--- src/rtl/civ_frequency_frame_parser_top_defines.svh ---
// Assertion macros for the frame parser.
// Each macro expands to a labelled concurrent assertion on clock, disabled
// during reset, or to nothing when SYNTHESIS is defined.
`ifndef CIV_FREQUENCY_FRAME_PARSER_TOP_DEFINES_SVH
`define CIV_FREQUENCY_FRAME_PARSER_TOP_DEFINES_SVH

`ifndef SYNTHESIS

// Consequent must hold in the same cycle as the antecedent.
`define CVFP_ASSERT_SAME(lbl, ante, cons, msg) \
   lbl: assert property (@(posedge clock) disable iff (reset) (ante) |-> (cons)) \
      else $error(msg);

// Consequent must hold in the cycle after the antecedent.
`define CVFP_ASSERT_NEXT(lbl, ante, cons, msg) \
   lbl: assert property (@(posedge clock) disable iff (reset) (ante) |=> (cons)) \
      else $error(msg);

`else

`define CVFP_ASSERT_SAME(lbl, ante, cons, msg)
`define CVFP_ASSERT_NEXT(lbl, ante, cons, msg)

`endif

`endif

--- src/rtl/cvfp_pkg.sv ---
`default_nettype none

package cvfp_pkg;

   // Frame geometry
   localparam int unsigned MAX_FRAME = 15;
   localparam int unsigned POS_W     = 4;
   localparam int unsigned HDR_LEN   = 5;
   localparam int unsigned HDR_IDX_W = 3;

   localparam logic [POS_W-1:0] POS_LAST = POS_W'(MAX_FRAME - 1);
   localparam logic [POS_W-1:0] POS_HDR_END = POS_W'(HDR_LEN);
   localparam logic [POS_W-1:0] MHZ_POS = POS_W'(8);
   localparam logic [POS_W-1:0] POS_STEP = POS_W'(1);

   // Header byte positions
   localparam logic [HDR_IDX_W-1:0] HDR_PRE0 = 3'd0;
   localparam logic [HDR_IDX_W-1:0] HDR_PRE1 = 3'd1;
   localparam logic [HDR_IDX_W-1:0] HDR_DEST = 3'd2;
   localparam logic [HDR_IDX_W-1:0] HDR_SRC  = 3'd3;
   localparam logic [HDR_IDX_W-1:0] HDR_CMD  = 3'd4;

   // Byte codes
   localparam logic [7:0] END_BYTE       = 8'hFD;
   localparam logic [7:0] PREAMBLE       = 8'hFE;
   localparam logic [7:0] BROADCAST_DEST = 8'h00;
   localparam logic [7:0] CMD_TRANSCEIVE = 8'h00;
   localparam logic [7:0] CMD_READ_FREQ  = 8'h03;

   // Register reset values
   localparam logic [7:0] RADIO_ADDR_RESET = 8'h94;
   localparam logic [7:0] CTRL_ADDR_RESET  = 8'hE0;

   // Register map
   localparam int unsigned CSR_INDEX_W = 1;

   typedef enum logic [CSR_INDEX_W-1:0] {
      CSR_RADIO_ADDR = 1'b0,
      CSR_CTRL_ADDR  = 1'b1
   } csr_index_type;

   typedef logic [HDR_LEN-1:0][7:0] hdr_bytes_type;

   typedef struct packed {
      logic       ok;
      logic [7:0] mhz;
   } check_type;

   // High nibble times ten plus low nibble, by shifts and adds
   function automatic logic [7:0] bcd_to_mhz(input logic [7:0] value);
      logic [7:0] hi;
      logic [7:0] lo;
      hi = {4'b0000, value[7:4]};
      lo = {4'b0000, value[3:0]};
      return (hi << 3) + (hi << 1) + lo;
   endfunction

endpackage

`default_nettype wire

--- src/rtl/cvfp_frame_check.sv ---
`default_nettype none

module cvfp_frame_check (
   input  wire cvfp_pkg::hdr_bytes_type hdr,
   input  wire logic [7:0]              freq_byte,
   input  wire logic [7:0]              radio_address,
   input  wire logic [7:0]              controller_address,
   output cvfp_pkg::check_type          check
);

   logic preamble_ok;
   logic source_ok;
   logic broadcast;
   logic reply;

   // Match preambles and source address
   assign preamble_ok = (hdr[cvfp_pkg::HDR_PRE0] == cvfp_pkg::PREAMBLE) &&
                        (hdr[cvfp_pkg::HDR_PRE1] == cvfp_pkg::PREAMBLE);
   assign source_ok   = (hdr[cvfp_pkg::HDR_SRC] == radio_address);

   // Accept a broadcast transceive frame or a reply to this controller
   assign broadcast = (hdr[cvfp_pkg::HDR_DEST] == cvfp_pkg::BROADCAST_DEST) &&
                      (hdr[cvfp_pkg::HDR_CMD] == cvfp_pkg::CMD_TRANSCEIVE);
   assign reply     = (hdr[cvfp_pkg::HDR_DEST] == controller_address) &&
                      (hdr[cvfp_pkg::HDR_CMD] == cvfp_pkg::CMD_READ_FREQ);

   // Combine the checks and decode the MHz byte
   always_comb begin
      check.ok  = preamble_ok && source_ok && (broadcast || reply);
      check.mhz = cvfp_pkg::bcd_to_mhz(freq_byte);
   end

endmodule

`default_nettype wire

--- src/rtl/civ_frequency_frame_parser_top.sv ---
`default_nettype none

`include "civ_frequency_frame_parser_top_defines.svh"

// Channel  Direction  Handshake            Payload
// req      in         req_valid/req_stall  req_rx_byte
// rsp      out        rsp_valid/rsp_stall  rsp_frame_ok, rsp_mhz, rsp_changed
// csr      in         csr_wr_en            csr_index, csr_wr_data
//
// One byte is taken per cycle while req is not stalled; its frame store update and,
// on an end byte, the header check and MHz decode complete in that cycle.
// A result appears on rsp in the cycle after its end byte is accepted.
// req stalls only while a result is held in the output register and rsp stalls.
// Synchronous reset clears position, stored header, MHz byte and last value,
// and restores both address registers.
module civ_frequency_frame_parser_top (
   input  wire  logic                             clock,
   input  wire  logic                             reset,
   input  wire  logic                             req_valid,
   output logic                                   req_stall,
   input  wire  logic [7:0]                       req_rx_byte,
   output logic                                   rsp_valid,
   input  wire  logic                             rsp_stall,
   output logic                                   rsp_frame_ok,
   output logic [7:0]                             rsp_mhz,
   output logic                                   rsp_changed,
   input  wire  logic                             csr_wr_en,
   input  wire  logic [cvfp_pkg::CSR_INDEX_W-1:0] csr_index,
   input  wire  logic [7:0]                       csr_wr_data
);

   logic [7:0]                  radio_addr_ff;
   logic [7:0]                  ctrl_addr_ff;
   logic [cvfp_pkg::POS_W-1:0]  pos_ff;
   logic [cvfp_pkg::POS_W-1:0]  pos_in;
   cvfp_pkg::hdr_bytes_type     hdr_ff;
   cvfp_pkg::hdr_bytes_type     hdr_in;
   logic [7:0]                  freq_ff;
   logic [7:0]                  freq_in;
   logic [7:0]                  last_mhz_ff;
   logic                        have_last_ff;
   logic                        rsp_valid_ff;
   logic                        rsp_valid_in;
   logic                        rsp_frame_ok_ff;
   logic [7:0]                  rsp_mhz_ff;
   logic                        rsp_changed_ff;
   logic                        accept;
   logic                        is_end;
   logic                        rsp_load;
   logic                        changed;
   cvfp_pkg::check_type         check;

   // Handshake
   assign req_stall = rsp_valid_ff && rsp_stall;
   assign accept    = req_valid && !req_stall;
   assign is_end    = (req_rx_byte == cvfp_pkg::END_BYTE);
   assign rsp_load  = accept && is_end;

   // Configuration registers
   always_ff @(posedge clock) begin
      if (reset) begin
         radio_addr_ff <= cvfp_pkg::RADIO_ADDR_RESET;
         ctrl_addr_ff  <= cvfp_pkg::CTRL_ADDR_RESET;
      end else if (csr_wr_en) begin
         case (csr_index)
            cvfp_pkg::CSR_RADIO_ADDR: radio_addr_ff <= csr_wr_data;
            cvfp_pkg::CSR_CTRL_ADDR:  ctrl_addr_ff  <= csr_wr_data;
            default: ;
         endcase
      end
   end

   // Store a header or MHz byte at its position; advance, hold at the last position, or restart
   always_comb begin
      hdr_in  = hdr_ff;
      freq_in = freq_ff;
      if (pos_ff < cvfp_pkg::POS_HDR_END) begin
         hdr_in[pos_ff[cvfp_pkg::HDR_IDX_W-1:0]] = req_rx_byte;
      end
      if (pos_ff == cvfp_pkg::MHZ_POS) begin
         freq_in = req_rx_byte;
      end
      if (is_end) begin
         pos_in = '0;
      end else if (pos_ff != cvfp_pkg::POS_LAST) begin
         pos_in = pos_ff + cvfp_pkg::POS_STEP;
      end else begin
         pos_in = pos_ff;
      end
   end

   // Check the frame as it stands with this byte included
   cvfp_frame_check u_check (
      .hdr                (hdr_in),
      .freq_byte          (freq_in),
      .radio_address      (radio_addr_ff),
      .controller_address (ctrl_addr_ff),
      .check              (check)
   );

   assign changed = check.ok && (!have_last_ff || (check.mhz != last_mhz_ff));

   // Frame store and last decoded value
   always_ff @(posedge clock) begin
      if (reset) begin
         pos_ff       <= '0;
         hdr_ff       <= '0;
         freq_ff      <= '0;
         last_mhz_ff  <= '0;
         have_last_ff <= 1'b0;
      end else if (accept) begin
         pos_ff  <= pos_in;
         hdr_ff  <= hdr_in;
         freq_ff <= freq_in;
         if (is_end && changed) begin
            last_mhz_ff  <= check.mhz;
            have_last_ff <= 1'b1;
         end
      end
   end

   // Output register: load on an end byte, hold while stalled
   assign rsp_valid_in = rsp_load || (rsp_valid_ff && rsp_stall);

   always_ff @(posedge clock) begin
      if (reset) begin
         rsp_valid_ff <= 1'b0;
      end else begin
         rsp_valid_ff <= rsp_valid_in;
      end
   end

   always_ff @(posedge clock) begin
      if (rsp_load) begin
         rsp_frame_ok_ff <= check.ok;
         rsp_mhz_ff      <= check.ok ? check.mhz : 8'h00;
         rsp_changed_ff  <= changed;
      end
   end

   assign rsp_valid    = rsp_valid_ff;
   assign rsp_frame_ok = rsp_frame_ok_ff;
   assign rsp_mhz      = rsp_mhz_ff;
   assign rsp_changed  = rsp_changed_ff;

   // Checks
   `CVFP_ASSERT_NEXT(a_end_gives_result, rsp_load, rsp_valid_ff && (pos_ff == '0),
                     "end byte without result or restart")
   `CVFP_ASSERT_NEXT(a_pos_advance,
                     accept && !is_end && (pos_ff != cvfp_pkg::POS_LAST),
                     pos_ff == $past(pos_ff) + cvfp_pkg::POS_STEP,
                     "position did not advance")
   `CVFP_ASSERT_SAME(a_changed_tracks_last, rsp_valid_ff && rsp_changed_ff,
                     rsp_frame_ok_ff && have_last_ff && (last_mhz_ff == rsp_mhz_ff),
                     "changed result disagrees with last value")

endmodule

`default_nettype wire
--- config.mk ---
export PLATFORM = sky130hd
export DESIGN_NAME = civ_frequency_frame_parser_top
export DESIGN_NICKNAME = d
export VERILOG_FILES = /design/src/rtl/cvfp_pkg.sv /design/src/rtl/cvfp_frame_check.sv /design/src/rtl/civ_frequency_frame_parser_top.sv
export VERILOG_INCLUDE_DIRS = /design/src /design/src/rtl
export SDC_FILE = /design/constraint.sdc
export NUM_CORES = 1
export LEC_CHECK = 0
export BUFFER_PORTS_ARGS = -buffer_cell sky130_fd_sc_hd__buf_2
export CORE_ASPECT_RATIO = 0.7
export CORE_MARGIN = 2
export CORE_UTILIZATION = 50
export CTS_CLUSTER_DIAMETER = 60
export DETAILED_ROUTE_END_ITERATION = 12
export PLACE_DENSITY = 0.8
export SLEW_MARGIN = 10
export SYNTH_ARGS = -nofsm -noshare
export SYNTH_HDL_FRONTEND = slang
export SYNTH_SLANG_ARGS = --single-unit
--- constraint.sdc ---
create_clock -name clock -period 8.3 [get_ports clock]
set_clock_uncertainty 0.1 [all_clocks]
set_input_delay 1.66 -clock clock [delete_from_list [all_inputs] [get_ports clock]]
set_output_delay 1.66 -clock clock [all_outputs]
set_load 0.03 [all_outputs]
After elaboration in Yosys (flattened, before gate mapping)
Index checks and enable logic that the tools add are counted.
{"block": "classes", "n_addsub": 3, "n_lt_le_gt_ge": 3, "n_eq_ne": 9, "mux": 7, "n_bitwise": 1, "reduce_logical": 23}
{"op": "$bwmux 40", "n": 1}
{"op": "$mux 40", "n": 1}
{"op": "$demux 8 s3", "n": 1}
{"op": "$eq 8x8->1 const B", "n": 3}
{"op": "$eq 8x8->1", "n": 2}
{"op": "$logic_not 8->1", "n": 2}
{"op": "$mux 8", "n": 2}
{"op": "$logic_and 1x1->1", "n": 11}
{"op": "$add 7x5->8", "n": 1}
{"op": "$add 8x4->8", "n": 1}
{"op": "$eq 8x2->1 const B", "n": 1}
{"op": "$mux 4", "n": 2}
{"op": "$ne 8x8->1", "n": 1}
{"op": "$reduce_and 2->1", "n": 4}
{"op": "$add 4x1->4 const B", "n": 1}
{"op": "$eq 4x4->1 const B", "n": 1}
{"op": "$lt 3x4->1 const B", "n": 1}
{"op": "$lt 4x3->1 const B", "n": 1}
{"op": "$ne 4x4->1 const B", "n": 1}
{"op": "$ge 3x1->1 const B", "n": 1}
{"op": "$logic_or 1x1->1", "n": 3}
{"op": "$logic_not 1->1", "n": 2}
{"op": "$reduce_bool 2->1", "n": 1}
{"op": "$not 1->1", "n": 1}
{"block": "totals", "regBits": 88, "input_bits": 22, "out_inout_bits": 12}

Depth between registers and ports, before layout
Gate-level depths: netlist (run 1).
{"block": "depth", "word_depth": 13, "ltp_mapped": 17, "depth_no_buf": 15}

Cells and area by module
From an unflattened synthesis (run 1), not the netlist that was laid out.
{"block": "unflattened", "cells_unflattened": 487, "area_unflattened_um2": 4520.6}
{"mod": "civ_frequency_frame_parser_top", "instances": 1, "cells_per_inst": 428, "area_per_inst_um2": 4035.1}
{"mod": "cvfp_frame_check", "instances": 1, "cells_per_inst": 59, "area_per_inst_um2": 485.5}

Worst setup path before layout (run 1)
Ideal clock, no wire load.
{"block": "synth_path", "path_kind": "in2reg", "start": "input port req_rx_byte[2]", "end": "register last_mhz_ff[0]", "setup_time_ns": 0.121, "arrival_time_ns": 4.902, "setup_slack_ns": 3.177, "stages": 12, "path_buffers": 1, "path_cell_list": "clkbuf_1 inv_1 o21ai_0 ha_1 ha_1 fa_1 xnor2_1 nand3_1 or4_1 or4_4 nand3_4 mux2_4"}
{"element": "from (decl)", "line_no": "civ_frequency_frame_parser_top.sv:21", "rtl": "input wire logic [7:0] req_rx_byte,"}
{"element": "to (signal assigned)", "line_no": "civ_frequency_frame_parser_top.sv:116", "rtl": "last_mhz_ff <= check.mhz;"}
{"element": "to (decl)", "line_no": "civ_frequency_frame_parser_top.sv:40", "rtl": "logic [7:0] last_mhz_ff;"}

==> results of run 1 <==
worst max path at each step:
stage,startpoint,endpoint,depth (start not counted)
final,req_rx_byte[2],last_mhz_ff[5]$_SDFFE_PP0P_,12
after detailed placement,req_rx_byte[2],last_mhz_ff[5]$_SDFFE_PP0P_,12
after floorplan,req_rx_byte[2],last_mhz_ff[0]$_SDFFE_PP0P_,12
after global placement,req_rx_byte[2],last_mhz_ff[0]$_SDFFE_PP0P_,12
after global routing,req_rx_byte[2],last_mhz_ff[4]$_SDFFE_PP0P_,12
after CTS,req_rx_byte[2],last_mhz_ff[1]$_SDFFE_PP0P_,12
placed cells by master, fill, tap and decap left out, types with 10 or more instances in the layout:
master / Yosys / routed
xor2_1: 15 / 15
o21ai_0: 12 / 12
nand2_1: 82 / 82
dfxtp_1: 78 / 78
nand4_1: 13 / 13
edfxtp_1: 10 / 10
mux2i_1: 29 / 29
a21oi_1: 54 / 54
nor3_1: 12 / 12
nand3_1: 44 / 44
nor2_1: 44 / 44
xnor2_1: 11 / 11
buf_2: 4 / 33
ha_1: 10 / 10
nand2b_1: 11 / 11
inv_1: 14 / 14
clkbuf_16: 0 / 10
state kept, by name, indices dropped and copies added, names as in the netlist:
signal / cells
rsp_changed: 1
rsp_frame_ok: 1
hdr_ff: 40
ctrl_addr_ff: 8
radio_addr_ff: 8
rsp_mhz: 8
last_mhz_ff: 8
freq_ff: 8
rsp_valid: 1
pos_ff: 4
have_last_ff: 1
power breakdown:
part	switching, mW	internal, mW	total, mW
sequential	0.0105	0.440	0.451
combinational	0.0616	0.0339	0.0955
clock	0.178	0.224	0.402
total	0.250	0.698	0.948
logic make-up after synthesis:
logic type / synth area share [%]
compound gates: 11.2
xor+xnor: 4.98
fa+ha+maj: 3.18
buf+inv: 4.38
flops: 40.8
mux: 8.49
simple gates: 27.0
cell type report:
class,count,area [um2],area share [%]
Timing Repair Buffer,39,210,4.11
Multi-Input combinational cell,409,2530,49.5
Inverter,14,52.6,1.03
Sequential cell,88,1860,36.4
Clock buffer,10,250,4.90
Clock inverter,6,50.0,0.979
Tap cell,124,155,3.04
worst max-delay path, cell delays in order:
cell,delay [ns]
buf_2,0.23
inv_1,0.09
o21ai_0,0.25
ha_1,0.28
ha_1,0.24
fa_1,0.57
xnor2_1,0.14
nand3_1,0.10
or4_1,0.49
or4_4,0.55
nand3_4,0.20
mux2_4,0.32
stage by stage:
step | cell area (um2) | util, % | power (mW)
3_5_place_dp | 4810 | 53.7 | 0.553
6_report | 5110 | 57.0 | 0.948
3_3_place_gp | 4810 | 53.7 | 0.549
2_1_floorplan | 4570 | - | 0.525
4_1_cts | 5110 | 57.0 | 0.952
5_1_grt | 5110 | 57.0 | 0.982
layer usage:
metal | vias up | part of all wire, % | GRT usage [%]
li1 | 1945 | - | -
met5 | - | 0 | 0
met2 | 165 | 43 | 33.2
met1 | 1873 | 46 | 32.6
met4 | 0 | 1.6 | 6.35
met3 | 23 | 8.7 | 7.04
==> results.yml, run 1 <==
sta:
  finalSetupViolCount: 0
  period_needed_ns: 4.98
  clock.fmax_mhz: 201
  holdWs_ns: 0.354
  maxSlewViolCount: 0
  rsz0062_at_grt: "no"
  hold_viol_final: 0
  finalSetupTns_ns: 0
  fin_crit_sh_pct: 60.0
  slew_headroom_pct: 31.3
  worst_slack_ns: 3.32
  worst_pin_slew_ns: 1.03
synth:
  ys_seq_area_share_pct: 40.8
  yosys.cell_count.top_type: "nand2_1"
  yosys.area.top_type: "dfxtp_1"
  synthTopCellsByArea: "dfxtp_1 34%, nand2_1 6.7%, edfxtp_1 6.6%"
  yosysWarningCount: 0
  postSynthCellCount: 548
  synthArstFlopShare_pct: 0
  ys_ff_latch: 88
  synth_top_area_share_pct: 34.2
  ys.flop_type: "dfxtp_1"
  synth_common_cells: "82 x nand2_1, 78 x dfxtp_1, 54 x a21oi_1"
  synth_edf_count: 10
  syn_nets: 581
  synth_cell_types: 55
  synth.avg_cell_area_um2: 8.34
  synth_area_um2: 4570
hold_path:
  worstHoldStart: "hdr_ff[0]$_SDFFE_PP0P_"
  holdPathEnd: "hdr_ff[0]$_SDFFE_PP0P_"
  hold_depth: 2
  hp-class: "flop to flop"
outcome:
  status: "finished, final reports clean"
worst_setup_path:
  required_ns: 8.44
  worstPathMaxFanout: 12
  critPathKind: "input port to flop"
  crit_path_end_kind: "flop"
  r2r-end: "last_mhz_ff[5]$_SDFFE_PP0P_"
  reg2reg_setup_slack_ns: 3.53
  worstPathArrival_ns: 5.12
  reg2reg_depth: 13
  cp-start-kind: "input port"
  timing.rr.start: "pos_ff[0]$_SDFFE_PP0P_"
global_routing:
  track_usage_pct: 22.8
  first_global_vias: 3559
  grt_overflow: 0
  grt_max_degree: 87
  antenna_found_initial: 0
  grt_pass1_wl_um: 18000
detailed_routing:
  vias: 4006
  remaining_drc_errors: 0
  drt_iter0_markers: 483
  wl_um: 11100
  antenna_left: 0
  viasPerCell: 5.81
  wl_per_cell_um: 16.1
  firstDrtPassIters: 5
floorplan:
  rows: 29
  die_x_um: 118
  die_h_um: 84.0
  ios: 34
  die-area_um2: 9930
  initial_core_util_pct: 51.0
  core-area_um2: 8960
cells_and_area:
  finalNetCount: 594
  syn2layout_area_growth_pct: 11.9
  fillers: 839
  drive_gt1_share_pct: 12.4
  fin_cells: 690
  n_antenna_cell: 0
cts:
  ctsResizeCount: 0
  clkSlewWorstSetupHoldPaths_ns: 0.07
  cts_setup_buffers: 0
  cts_buffers: 9
  hold_buffers: 0
  cts.sinks: 88
  htreeDepth: 3
  tritoncts: "done"
  clockBufferDepth: 2
  root_buffer: "clkbuf_16"
  clock_latency_ns: 0.35
place:
  dp_slack_ns: 2.97
  hpwl_um: 7750
  io_buffers: 33
  gp_congestion: 0.924
  placedCellCount: 674
power:
  power_density_nw_per_um2: 186
  ir_drop_mv: 0.117
  p_leak_nw: 1.95
run:
  maxCapViolCount: 0
(Power assumes the default switching activity.)
==> run 2, diff against run 1 <==
==> constraint.sdc (replaced) <==
create_clock -name clock -period 4.92 [get_ports clock]
set_clock_uncertainty 0.1 [all_clocks]
set_input_delay 0.984 -clock clock [delete_from_list [all_inputs] [get_ports clock]]
set_output_delay 0.984 -clock clock [all_outputs]
set_load 0.03 [all_outputs]
==> run 2 against run 1 <==
Net effect: utilization is 0.47 points higher; via count is 1.9% higher; sequential power is 69% higher; count of clock-buffer cells in the layout grew 3; global-route usage up 0.94 points; final area rose by 0.83%; power is 66% higher; worst hold slack lost 0.00070 ns; critical path type is now flop to flop; largest power group unchanged.
==> results.yml, run 2 (same netlist as run 1, synthesis figures left out) <==
cells_and_area:
  final_common_cell: "nand2_1"
  largest_reg_flops: 40
  n_antenna_cell: 0
  syn2layout_area_growth_pct: 12.8
  registers.top_by_ff_count: "hdr_ff"
  fillers: 796
  finalNetCount: 601
  final_cell_mix: "82 x nand2_1, 78 x dfxtp_1, 54 x a21oi_1"
  drive_gt1_share_pct: 13.1
  fin_cells: 696
  final_util_pct: 57.5
place:
  hpwl_um: 8270
  dp_slack_ns: 0.195
  io_buffers: 33
  placedCellCount: 681
  gp_congestion: 0.904
detailed_routing:
  viasPerCell: 5.86
  wl_per_cell_um: 16.5
  wl_um: 11500
  remaining_drc_errors: 0
  antenna_left: 0
  vias: 4081
  drt_iter0_markers: 452
  firstDrtPassIters: 5
worst_setup_path:
  cp_top_family: "simple AND/OR/NAND/NOR gates"
  required_ns: 5.06
  timing.rr.start: "pos_ff[0]$_SDFFE_PP0P_"
  critPathMaxStageDelay_ns: 0.55
  path_buf_inv: 1
  crit_path_end_kind: "flop"
  path_cells: "inv_1 -> ha_1 -> nand3b_4 -> mux2_2 -> ha_1 -> ha_1 -> fa_1 -> xnor2_1 -> nand3_1 -> or4_1 -> or4_4 -> nand3_4 -> mux2_4"
  critical-path-slowest-cell: "or4_4"
  worstPathArrival_ns: 4.89
  cp-start-kind: "flop"
  crit_top_cell: "ha_1"
  worstPathMaxFanout: 14
  startpoint: "pos_ff[0]$_SDFFE_PP0P_"
  critPathKind: "flop to flop"
floorplan:
  die-area_um2: 9930
  rows: 29
  core-area_um2: 8960
  die_x_um: 118
  initial_core_util_pct: 51.0
  die_h_um: 84.0
  ios: 34
global_routing:
  grt_pass1_wl_um: 18800
  grt_overflow: 0
  grt_max_degree: 61
  track_usage_pct: 23.8
  first_global_vias: 3761
  antenna_found_initial: 0
cts:
  clkSlewWorstSetupHoldPaths_ns: 0.06
  root_buffer: "clkbuf_16"
  htreeDepth: 3
  cts_buffers: 9
  clock_latency_ns: 0.35
  cts_setup_buffers: 0
  cts.sinks: 88
  tritoncts: "done"
  clockBufferDepth: 2
  hold_buffers: 0
sta:
  period_needed_ns: 4.76
  maxSlewViolCount: 0
  slew_headroom_pct: 32.5
  holdWs_ns: 0.353
  worst_slack_ns: 0.162
  finalSetupTns_ns: 0
  rsz0062_at_grt: "no"
  clock.fmax_mhz: 210
  fin_crit_sh_pct: 96.7
  worst_pin_slew_ns: 1.01
  finalSetupViolCount: 0
  hold_viol_final: 0
hold_path:
  hp-class: "flop to flop"
  worstHoldStart: "hdr_ff[24]$_SDFFE_PP0P_"
outcome:
  status: "finished, final reports clean"
power:
  power_density_nw_per_um2: 306
  ir_drop_mv: 0.183
  p_leak_nw: 1.99
run:
  maxCapViolCount: 0
-- run 2: cell types whose count changed in the layout (fill, tap and decap cells not counted), moves of 2 or more --
cell        change
buf_4           +7
clkbuf_1        +2
clkinv_4        -2
clkinvlp_4      -2
inv_6           -2
-- run 2: worst paths after layout --
path | cells past startpoint | to | slack (ns)
max | 13 | last_mhz_ff[6]$_SDFFE_PP0P_ | 0.16
min reg2reg | 2 | hdr_ff[24]$_SDFFE_PP0P_ | 0.35
min | 2 | hdr_ff[24]$_SDFFE_PP0P_ | 0.35
max reg2reg | 13 | last_mhz_ff[6]$_SDFFE_PP0P_ | 0.16
-- run 2: repair_timing --
action                                  in CTS  in global routing
endpoints found under the hold margin        0                  0
endpoints found under the setup margin       0                  5
resized for setup                            0                  1
-- run 2: through the flow --
stage                     cell area [um2]  total power, mW
after floorplan                      4570            0.886
after detailed placement             4860            0.938
after global placement               4860            0.932
after CTS                            5140             1.58
after global routing                 5150             1.64
final                                5150             1.58
-- run 2: final cells by class --
class / count / area [um2] / area share [%]
multi-input cells: 409 / 2540 / 49.2
well taps: 124 / 155 / 3.01
clock inverters: 2 / 11.3 / 0.219
inverters: 14 / 52.6 / 1.02
repair buffers: 46 / 263 / 5.10
clock buffers: 13 / 272 / 5.27
flip-flops and latches: 88 / 1860 / 36.1
-- run 2: layer usage --
layer | track usage, % | share of wire [%]
met3 | 7.99 | 11
met2 | 33.3 | 43
met5 | 0 | 0
met1 | 34.3 | 45
met4 | 7.23 | 1.4
-- run 2: power by group --
part	switching (mW)	internal, mW
Clock	0.266	0.383
Combinational	0.107	0.0611
Sequential	0.0176	0.743
Total	0.391	1.19
-- run 2: worst register-to-register path: cells and delay by family, from the launching register on --
family	cells	cell delay, ns
muxes	2	0.72
and+or+nand+nor	5	1.55
DFF	1	0.53
adders and majority gates	4	1.36
buffers and inverters	1	0.17
xor gates and xnor gates	1	0.23
